### src/sv/ftpc_pkg.sv
package ftpc_pkg;

  localparam int TEMP_W = 9;
  localparam int RPM_W  = 21;

  localparam logic [RPM_W-1:0] RPM_MAX = {RPM_W{1'b1}};

  localparam logic signed [TEMP_W-1:0] MIN_TEMP_RST = 9'sd50;
  localparam logic signed [TEMP_W-1:0] MAX_TEMP_RST = 9'sd100;

  // hysteresis below min_temp while the fan is running
  localparam logic signed [TEMP_W:0] HYST_DEG = 10'sd2;

  typedef enum logic [1:0] {
    CMD_TEMP = 2'd0,
    CMD_TACH = 2'd1,
    CMD_TICK = 2'd2
  } cmd_t;

  typedef enum logic {
    REG_MIN_TEMP = 1'b0,
    REG_MAX_TEMP = 1'b1
  } reg_idx_t;

  typedef enum logic [1:0] {
    ST_IDLE,
    ST_DIV,
    ST_POST
  } state_t;

endpackage

### src/sv/fan_temp_pwm_tach_controller_core.sv
// Fan controller: a temperature sample (in_tuser = 0) sets a new PWM duty on a linear
// curve from min_temp to max_temp with 2 degrees of hysteresis on the off point and a
// 15 % floor; a tach edge (1) counts a pulse; an interval tick (2) latches rpm as
// pulses * 30 and clears the counter. Every transaction returns one result with the
// current duty, speed and speed-valid flag. A sample on the curve goes through the
// restoring divider, which produces one quotient bit per cycle; every other
// transaction goes straight to the result stage. The input is not ready while
// a transaction is in progress or its result has not yet been moved to the output
// register. Configuration registers are written through cfg_we/cfg_addr/cfg_wdata.
module fan_temp_pwm_tach_controller_core #(
  parameter int DUTY_FRAC_BITS = 10,
  parameter int COUNT_BITS     = 16
) (
  input  logic                                clk,
  input  logic                                rst_n,
  input  logic                                cfg_we,
  input  logic                                cfg_addr,
  input  logic [ftpc_pkg::TEMP_W-1:0]         cfg_wdata,
  input  logic                                in_tvalid,
  output logic                                in_tready,
  input  logic [15:0]                         in_tdata,   // [8:0] temperature
  input  logic [1:0]                          in_tuser,   // [1:0] cmd
  output logic                                out_tvalid,
  input  logic                                out_tready,
  // duty (DUTY_FRAC_BITS+1), speed_rpm (21), zero fill
  output logic [((DUTY_FRAC_BITS+1+ftpc_pkg::RPM_W+7)/8)*8-1:0] out_tdata,
  output logic                                out_tuser   // [0] speed_valid
);
  import ftpc_pkg::*;

  localparam int DW          = DUTY_FRAC_BITS + 1;
  localparam int OUT_W       = ((DW + RPM_W + 7) / 8) * 8;
  localparam int MIN_DUTY_I  = ((2 ** DUTY_FRAC_BITS) * 15 + 50) / 100;
  localparam int PROD_W      = (COUNT_BITS + 5 > RPM_W) ? COUNT_BITS + 5 : RPM_W;
  localparam logic [DW-1:0] FULL_DUTY = {1'b1, {DUTY_FRAC_BITS{1'b0}}};
  localparam logic [DW-1:0] MIN_DUTY  = DW'(MIN_DUTY_I);

  state_t                   state_r, state_nxt;
  logic [DW-1:0]            duty_r, duty_nxt;
  logic [COUNT_BITS-1:0]    pulse_r, pulse_nxt;
  logic [RPM_W-1:0]         rpm_r, rpm_nxt;
  logic                     rpm_vld_r, rpm_vld_nxt;
  logic signed [TEMP_W-1:0] min_r, max_r;
  logic                     out_valid_r, out_valid_nxt;
  logic [DW-1:0]            out_duty_r;
  logic [RPM_W-1:0]         out_rpm_r;
  logic                     out_vld_r;
  logic                     out_load;

  logic signed [TEMP_W:0]   temp_s, min_s, max_s, off_s, num_s, den_s;
  logic [TEMP_W-1:0]        div_num;
  logic [TEMP_W-1:0]        div_den;
  logic                     div_start;
  logic                     div_done;
  logic [DW-1:0]            div_quo;
  logic [PROD_W-1:0]        rpm_prod;
  cmd_t                     in_cmd;

  assign in_cmd  = cmd_t'(in_tuser);
  assign temp_s  = {in_tdata[TEMP_W-1], in_tdata[TEMP_W-1:0]};
  assign min_s   = {min_r[TEMP_W-1], min_r};
  assign max_s   = {max_r[TEMP_W-1], max_r};
  assign off_s   = (duty_r == '0) ? min_s : (min_s - HYST_DEG);
  assign num_s   = temp_s - min_s;
  assign den_s   = max_s - min_s;
  // inside the hysteresis band the curve term is zero
  assign div_num = num_s[TEMP_W] ? '0 : num_s[TEMP_W-1:0];
  assign div_den = den_s[TEMP_W-1:0];

  // pulses * 30 as (p << 5) - (p << 1)
  assign rpm_prod = (PROD_W'(pulse_r) << 5) - (PROD_W'(pulse_r) << 1);

  ftpc_div #(
    .DUTY_FRAC_BITS(DUTY_FRAC_BITS)
  ) u_div (
    .clk  (clk),
    .rst_n(rst_n),
    .start(div_start),
    .num  (div_num),
    .den  (div_den),
    .done (div_done),
    .quo  (div_quo)
  );

  always_comb begin
    state_nxt     = state_r;
    duty_nxt      = duty_r;
    pulse_nxt     = pulse_r;
    rpm_nxt       = rpm_r;
    rpm_vld_nxt   = rpm_vld_r;
    out_valid_nxt = out_valid_r;
    out_load      = 1'b0;
    in_tready     = 1'b0;
    div_start     = 1'b0;

    if (out_tready) begin
      out_valid_nxt = 1'b0;
    end

    case (state_r)
      ST_IDLE: begin
        in_tready = 1'b1;
        if (in_tvalid) begin
          state_nxt = ST_POST;
          case (in_cmd)
            CMD_TEMP: begin
              if (temp_s < off_s) begin
                duty_nxt = '0;
              end else if ((temp_s > max_s) || (den_s <= 10'sd0)) begin
                duty_nxt = FULL_DUTY;
              end else begin
                div_start = 1'b1;
                state_nxt = ST_DIV;
              end
            end
            CMD_TACH: begin
              if (pulse_r != {COUNT_BITS{1'b1}}) begin
                pulse_nxt = pulse_r + COUNT_BITS'(1);
              end
            end
            CMD_TICK: begin
              rpm_nxt     = (rpm_prod > PROD_W'(RPM_MAX)) ? RPM_MAX : rpm_prod[RPM_W-1:0];
              rpm_vld_nxt = 1'b1;
              pulse_nxt   = '0;
            end
            default: ;
          endcase
        end
      end
      ST_DIV: begin
        if (div_done) begin
          duty_nxt  = (div_quo < MIN_DUTY) ? MIN_DUTY : div_quo;
          state_nxt = ST_POST;
        end
      end
      ST_POST: begin
        if (!out_valid_r || out_tready) begin
          out_load      = 1'b1;
          out_valid_nxt = 1'b1;
          state_nxt     = ST_IDLE;
        end
      end
      default: state_nxt = ST_IDLE;
    endcase
  end

  always_ff @(posedge clk) begin
    if (!rst_n) begin
      state_r     <= ST_IDLE;
      duty_r      <= '0;
      pulse_r     <= '0;
      rpm_r       <= '0;
      rpm_vld_r   <= 1'b0;
      out_valid_r <= 1'b0;
    end else begin
      state_r     <= state_nxt;
      duty_r      <= duty_nxt;
      pulse_r     <= pulse_nxt;
      rpm_r       <= rpm_nxt;
      rpm_vld_r   <= rpm_vld_nxt;
      out_valid_r <= out_valid_nxt;
    end
  end

  always_ff @(posedge clk) begin
    if (!rst_n) begin
      min_r <= MIN_TEMP_RST;
      max_r <= MAX_TEMP_RST;
    end else if (cfg_we) begin
      if (cfg_addr == REG_MIN_TEMP) begin
        min_r <= cfg_wdata;
      end else begin
        max_r <= cfg_wdata;
      end
    end
  end

  always_ff @(posedge clk) begin
    if (out_load) begin
      out_duty_r <= duty_r;
      out_rpm_r  <= rpm_r;
      out_vld_r  <= rpm_vld_r;
    end
  end

  assign out_tvalid = out_valid_r;
  assign out_tdata  = OUT_W'({out_rpm_r, out_duty_r});
  assign out_tuser  = out_vld_r;

endmodule

### src/sv/ftpc_div.sv
module ftpc_div #(
  parameter int DUTY_FRAC_BITS = 10
) (
  input  logic                      clk,
  input  logic                      rst_n,
  input  logic                      start,
  input  logic [ftpc_pkg::TEMP_W-1:0] num,
  input  logic [ftpc_pkg::TEMP_W-1:0] den,
  output logic                      done,
  output logic [DUTY_FRAC_BITS:0]   quo
);
  import ftpc_pkg::*;

  localparam int QW    = DUTY_FRAC_BITS + 1;
  localparam int CNT_W = $clog2(QW + 1);

  logic              busy_r;
  logic              done_r;
  logic [CNT_W-1:0]  cnt_r;
  logic [TEMP_W:0]   rem_r;
  logic [TEMP_W:0]   den_r;
  logic [QW-1:0]     quo_r;
  logic              ge;
  logic [TEMP_W:0]   diff;
  logic [TEMP_W:0]   rem_nxt;

  // num <= den, so the first step yields the integer bit and the rest the fraction;
  // remainder stays below den, so the shift never overflows
  assign ge      = (rem_r >= den_r);
  assign diff    = ge ? (rem_r - den_r) : rem_r;
  assign rem_nxt = {diff[TEMP_W-1:0], 1'b0};

  always_ff @(posedge clk) begin
    if (!rst_n) begin
      busy_r <= 1'b0;
      done_r <= 1'b0;
    end else begin
      done_r <= 1'b0;
      if (start) begin
        busy_r <= 1'b1;
      end else if (busy_r && (cnt_r == CNT_W'(1))) begin
        busy_r <= 1'b0;
        done_r <= 1'b1;
      end
    end
  end

  always_ff @(posedge clk) begin
    if (start) begin
      cnt_r <= CNT_W'(QW);
      rem_r <= {1'b0, num};
      den_r <= {1'b0, den};
    end else if (busy_r) begin
      cnt_r <= cnt_r - CNT_W'(1);
      rem_r <= rem_nxt;
      quo_r <= {quo_r[QW-2:0], ge};
    end
  end

  assign done = done_r;
  assign quo  = quo_r;

endmodule
### config.mk
export PLATFORM = sky130hd
export DESIGN_NAME = fan_temp_pwm_tach_controller_core
export DESIGN_NICKNAME = d
export VERILOG_FILES = /design/src/sv/ftpc_pkg.sv /design/src/sv/fan_temp_pwm_tach_controller_core.sv /design/src/sv/ftpc_div.sv
export SDC_FILE = /design/constraint.sdc
export NUM_CORES = 1
export LEC_CHECK = 0
export BUFFER_PORTS_ARGS = -buffer_cell sky130_fd_sc_hd__buf_2
export CORE_UTILIZATION = 44
export CTS_BUF_LIST = sky130_fd_sc_hd__clkbuf_16
export DETAILED_ROUTE_END_ITERATION = 16
export PLACE_DENSITY = 0.68
export SETUP_SLACK_MARGIN = 0.3
export SKIP_CTS_REPAIR_TIMING = 1
export SYNTH_ARGS = -nofsm -noshare
export SYNTH_HDL_FRONTEND = slang
export SYNTH_SLANG_ARGS = --single-unit
### constraint.sdc
create_clock -name clk -period 3.51 [get_ports clk]
set_clock_uncertainty 0.1 [all_clocks]
set_input_delay 0.702 -clock clk [delete_from_list [all_inputs] [get_ports clk]]
set_output_delay 0.702 -clock clk [all_outputs]
set_load 0.02 [all_outputs]
# Word-level counts from Yosys, hierarchy flattened
# Index checks and enable logic that the tools add are counted.
# op_classes
add_sub_neg,7
mul,0
n_div,0
order_cmp,6
n_eq_ne,12
n_shift,0
n_mux,36
n_bitwise,3
reduce_logical,19
# op_table
cell,count
11-bit 2-to-1 mux,6
9-bit 2-to-1 mux,4
16-bit one-hot mux with 2 select lines,1
11-bit one-hot mux with 2 select lines,1
21-bit > comparator (second input constant),1
21-bit 2-to-1 mux,1
21-bit by 17-bit subtractor with 21-bit output,1
9-bit by 9-bit subtractor with 10-bit output,2
16-bit by 1-bit adder with 16-bit output (second input constant),1
16-bit 2-to-1 mux,1
16-bit inequality test (second input constant),1
1-bit 2-to-1 mux,14
2-bit 2-to-1 mux,6
11-bit logical NOT,1
11-bit by 8-bit less-than comparator with 1-bit output (second input constant),1
10-bit by 9-bit >= comparator with 1-bit output,1
10-bit by 1-bit less-or-equal comparator with 1-bit output (second input constant),1
9-bit by 10-bit less-than comparator with 1-bit output,1
10-bit 2-to-1 mux,1
9-bit by 3-bit subtractor with 10-bit output (second input constant),1
9-bit > comparator,1
9-bit subtractor,1
2-bit nonzero test,4
2-bit inequality test (second input constant),3
other kinds (17),27
# totals
regBits,139
latch_bits,0
ram_bits,0
romBits,0
in_bits,33
out_inout_bits,35
word_cells,101
memories,0

# Longest topological paths before layout
# logic_depth
ltp_word,10
ltp_mapped,15

# Cells and area by module
# A second synthesis with hierarchy kept.
# hier_totals
cells_unflattened,841
area_unflattened_um2,7775.0
# by_module_without_submodules
module,n_inst,cells_per_inst,area_each_um2,seq_area_each_um2
fan_temp_pwm_tach_controller_core,1,672,5856.9,2342.2
ftpc_div,1,169,1918.1,1011.0

# Least setup slack after synthesis
# Ideal clock, no wire load.
# synth_timing
path_kind,flip-flop to flip-flop
start,reg min_r[4]
end,reg u_div.quo_r[0] (netlist: u_div.quo[0]) (enable)
setup_ps,380
arrival_ps,3053
required_ps,3030
path_slack_ps,-22
path_stages_with_launch,11
path_buffers,0
cell_sequence,dfxtp_1 > inv_1 > ha_1 > a21o_1 > a21o_1 > a21o_1 > xor2_1 > or4b_4 > o41ai_4 > nor3_2 > nor2b_1
# synth_via
elab_chain_cells,10
word_cells_on_any_way,13
classes_between,add/sub: 2; order compare: 2; mux: 6; bitwise: 1; reduce/logical: 2
# synth_lines
element,line_no,text
from (decl),fan_temp_pwm_tach_controller_core.sv:43,"logic signed [TEMP_W-1:0] min_r, max_r;"
from (signal assigned),fan_temp_pwm_tach_controller_core.sv:171,min_r <= cfg_wdata;
9-bit by 9-bit subtractor with 10-bit output,fan_temp_pwm_tach_controller_core.sv:65,assign den_s = max_s - min_s;
named net den_s[6],fan_temp_pwm_tach_controller_core.sv:50,"logic signed [TEMP_W:0] temp_s, min_s, max_s, off_s, num_s, den_s;"
10-bit by 1-bit less-or-equal comparator with 1-bit output,fan_temp_pwm_tach_controller_core.sv:109,end else if ((temp_s > max_s) || (den_s <= 10'sd0)) begin
1-bit logical OR,fan_temp_pwm_tach_controller_core.sv:109,
1-bit 2-to-1 mux,fan_temp_pwm_tach_controller_core.sv:109,
1-bit 2-to-1 mux,fan_temp_pwm_tach_controller_core.sv:107,if (temp_s < off_s) begin
1-bit 2-to-1 mux,fan_temp_pwm_tach_controller_core.sv:105,case (in_cmd)
1-bit 2-to-1 mux,fan_temp_pwm_tach_controller_core.sv:103,if (in_tvalid) begin
1-bit 2-to-1 mux,fan_temp_pwm_tach_controller_core.sv:100,case (state_r)
1-bit NOT (no line),--,
2-bit AND reduction (no line),--,
to (signal assigned),ftpc_div.sv:56,"quo_r <= {quo_r[QW-2:0], ge};"
to (decl),ftpc_div.sv:22,logic [QW-1:0] quo_r;
# The timed path passes the listed nets, and every way through them passes these cells.
# A chain may end at the register's enable or synchronous reset.

# Final worst setup path
# layout_timing
start,reg duty_r[0]
end,reg u_div.quo_r[4] (netlist: u_div.quo[4]) (enable)
# layout_via
elab_chain_cells,9
# layout_lines
element,line_no,text
from (decl),fan_temp_pwm_tach_controller_core.sv:39,"logic [DW-1:0] duty_r, duty_nxt;"
from (signal assigned),fan_temp_pwm_tach_controller_core.sv:157,duty_r <= duty_nxt;
11-bit logical NOT,fan_temp_pwm_tach_controller_core.sv:63,assign off_s = (duty_r == '0) ? min_s : (min_s - HYST_DEG);
10-bit 2-to-1 mux,fan_temp_pwm_tach_controller_core.sv:63,
9-bit by 10-bit less-than comparator with 1-bit output,fan_temp_pwm_tach_controller_core.sv:107,
1-bit 2-to-1 mux,fan_temp_pwm_tach_controller_core.sv:107,
1-bit 2-to-1 mux,fan_temp_pwm_tach_controller_core.sv:105,
1-bit 2-to-1 mux,fan_temp_pwm_tach_controller_core.sv:103,
1-bit 2-to-1 mux,fan_temp_pwm_tach_controller_core.sv:100,
1-bit NOT (no line),--,
2-bit AND reduction (no line),--,
# No other way between the ends.

==> results.md <==
- Fin util: 54.9%
- Syn Inst Count: 792
- Num CTS Buffers: 17
- Via count: 5844
- CP endpoint kind: register
- Cell row count: 47
- Maxcap violations: 0
- CTS sink count: 137
- Pin count of the biggest net entering global routing: 33
- IO Pins: 68
- Mapped Area: 7550 sq um
- Psw: 1170 uW
- DR pass1 iterations: 4
- Initial antenna violation count: 0
- Max Clk Rate: 0.301 GHz
- Ys async rst share: 0%
- Clock power frac: 41.9%
- RSZ-0062 raised after global routing: yes
- Total power: 4270 uW
- Die width: 133 microns
- Yosys Warn Count: 0
- Worst skew pair latency: 430 ps
- GRT overflow: 0
- Internal Pwr Total: 3100 uW
- Min cycle time layout: 3330 ps
- Worst-Margin Slew: 990 ps
- First-pass GRT wire length: 26600 microns
- Number of synthesized flops with an enable pin: 61
- Avg WL per Cell: 15.1 microns
- All-Layer GR Usage: 19.2%
- Mean Syn Cell Area: 9.54 sq um
- RD Place Congestion: 0.852
- Detailed Route WL: 16800 microns
- P_leak: 0.00373 uW
- Clock transition at path regs: 60 ps
- Max-slew headroom: 33.8%
- WP data arrival: 3380 ps
- Die height: 133 microns
- Top FF cell, synth: dfxtp_1
- CTS max path bufs: 2
- Power density over the cells: 468 nW/um^2
- Iter 0 DRT Violations: 399
- Status: finished, final reports clean
- Pins Over Slew Limit: 0
- Antenna violation net count after detailed routing: 0
- Critical path class: register to register
- Final Hold Fails: 0
- Root Buffer: clkbuf_16
- Vias in the first global route: 5489
- Layout area overhead: 20.9%
- HPWL after detailed placement: 12000 microns
- CP max FO: 8
- Post-DR vias/cell: 5.25
- Die area: 17700 sq um
- Final Cycle Share: 94.8%
- Synth unique cells: 64
- Peak VDD IR: 310 uV
- Sequential fraction of the synthesis area: 44.4%
- Final Setup Violations: 0
- Layout cell share with drive strength beyond 1: 18.5%
- Critical path launch point type: register
- Flop pwr share: 42.2%
- Initial Util: 45.4%
- CTS tree: built
- PortBufs: 59
- CP required: 3560 ps
- Core Area: 16600 sq um
- Drt drc: 0
- Inserted Diodes: 0
- Net Sw Frac: 27.4%
- Htree depth: 4
- Final-stage net count: 978
- Yosys reg bits: 137
- Logic pwr share: 15.9%
- Mapped Nets: 890
- Hold Crit Class: register to register
## per-layer routing
layer / part of all wire [%] / track usage (%)
met3: 3.3 / 3.72
met1: 45 / 24.4
met4: 1.1 / 6.00
met2: 50 / 32.7
met5: 0 / 0
## stage by stage
stage / cell area (sq um) / setup slack, ps / setup TNS [ps] / hold slack, ps / cells
after floorplan: 7560 / 317 / 0 / 303 / 792
after global placement: 8230 / -71.7 / -797 / 316 / 1069
after detailed placement: 8230 / -104 / -1180 / 317 / 1069
after CTS: 8820 / -126 / -1910 / 331 / 1101
after global routing: 9130 / 54.0 / 0 / 340 / 1113
final: 9130 / 182 / 0 / 332 / 1113
## worst paths after layout
path / endpoint / slack, ps / from / cells after the start
max: u_div.quo[4] / 180 / duty_r[0] / 17
min: out_rpm_r[11] / 330 / rpm_r[11] / 0
max reg2reg: u_div.quo[4] / 180 / duty_r[0] / 17
min reg2reg: out_rpm_r[11] / 330 / rpm_r[11] / 0
## final cells by class
cell class / count / area, sq um
clock buffer: 17 / 425
clock inverter: 15 / 164
fill: 1467 / 7510
inverter: 60 / 225
multi-input combinational: 571 / 4050
sequential: 137 / 3360
tap: 220 / 275
timing repair buffer: 93 / 624
## worst max-delay path, cell delays in order, from the launching register on
cell       delay, ps
dfxtp_4          350
nor4_4           300
nand3_1          140
buf_6            170
nand2_8           70
xnor2_2           60
ha_1             310
a211o_1          290
a21oi_2          120
o21ai_2           80
o2111ai_2         80
a21boi_2          90
o31ai_1          190
buf_4            170
nor3_4            40
buf_12           150
nor2b_4          170
clkbuf_16        170
## sequential cells by signal (all words and copies together), names as in the netlist, 10 cells and up
register     cells
u_div.rem_r     10
out_duty_r      11
duty_r          11
u_div.quo       11
pulse_r         16
out_rpm_r       20
rpm_r           20
## cells in the mapped netlist (all sizes together), types with 3 or more instances
cell type | n | area share [%]
mux2i | 20 | 2.7
or2 | 5 | 0.41
nor2b | 12 | 0.99
nor4 | 3 | 0.25
o21a | 8 | 0.80
nand2b | 13 | 1.1
nand3 | 20 | 1.4
fa | 3 | 0.80
dfxtp | 76 | 20
a21oi | 53 | 3.5
xnor2 | 45 | 5.2
buf | 4 | 0.45
and4 | 3 | 0.35
a21o | 15 | 1.5
nand4 | 12 | 0.99
o21ai | 31 | 2.1
o211ai | 10 | 0.99
a31oi | 8 | 0.66
nand2 | 107 | 5.3
and2 | 3 | 0.25
nor2 | 49 | 2.4
or3 | 4 | 0.33
nor3 | 20 | 1.5
o22ai | 6 | 0.75
clkbuf | 21 | 1.0
a211oi | 4 | 0.40
o31ai | 6 | 0.60
inv | 60 | 3.0
and3 | 4 | 0.33
ha | 62 | 10
edfxtp | 61 | 24
nand3b | 3 | 0.30
xor2 | 11 | 1.3
## layout by cell type (no fill, tap or decap), types with 6 or more instances in the layout
cell / n
a21o_1: 15
a21oi_1: 51
a31oi_1: 8
buf_2: 59
buf_4: 26
clkbuf_16: 18
dfxtp_1: 71
edfxtp_1: 61
ha_1: 60
inv_1: 60
mux2i_1: 20
nand2_1: 105
nand2b_1: 13
nand3_1: 19
nand4_1: 12
nor2_1: 46
nor2b_1: 11
nor3_1: 17
o211ai_1: 10
o21a_1: 8
o21ai_0: 22
o21ai_1: 7
o31ai_1: 6
xnor2_1: 42
xor2_1: 11
## power groups by stage
stage / clock network (uW) / logic (uW) / registers [uW]
final: 1790 / 681 / 1800
after global routing: 1880 / 758 / 1810
after CTS: 1810 / 628 / 1800
after detailed placement: 0 / 620 / 1840
after global placement: 0 / 609 / 1840
after floorplan: 0 / 439 / 1850
## cells by family (layout without fill, tap and decap cells)
family | Yosys count | in the layout | share of synthesized area (%)
AOI/OAI and AO/OA | 166 | 166 | 14.4
adders and majority gates | 65 | 65 | 11.1
DFF | 137 | 137 | 44.4
buffers and inverters | 85 | 185 | 4.47
and+or+nand+nor | 262 | 263 | 16.4
muxes | 20 | 20 | 2.65
xor gates and xnor gates | 56 | 56 | 6.49
other | 1 | 1 | 0.0497
Power figures use the tool's default switching activity.
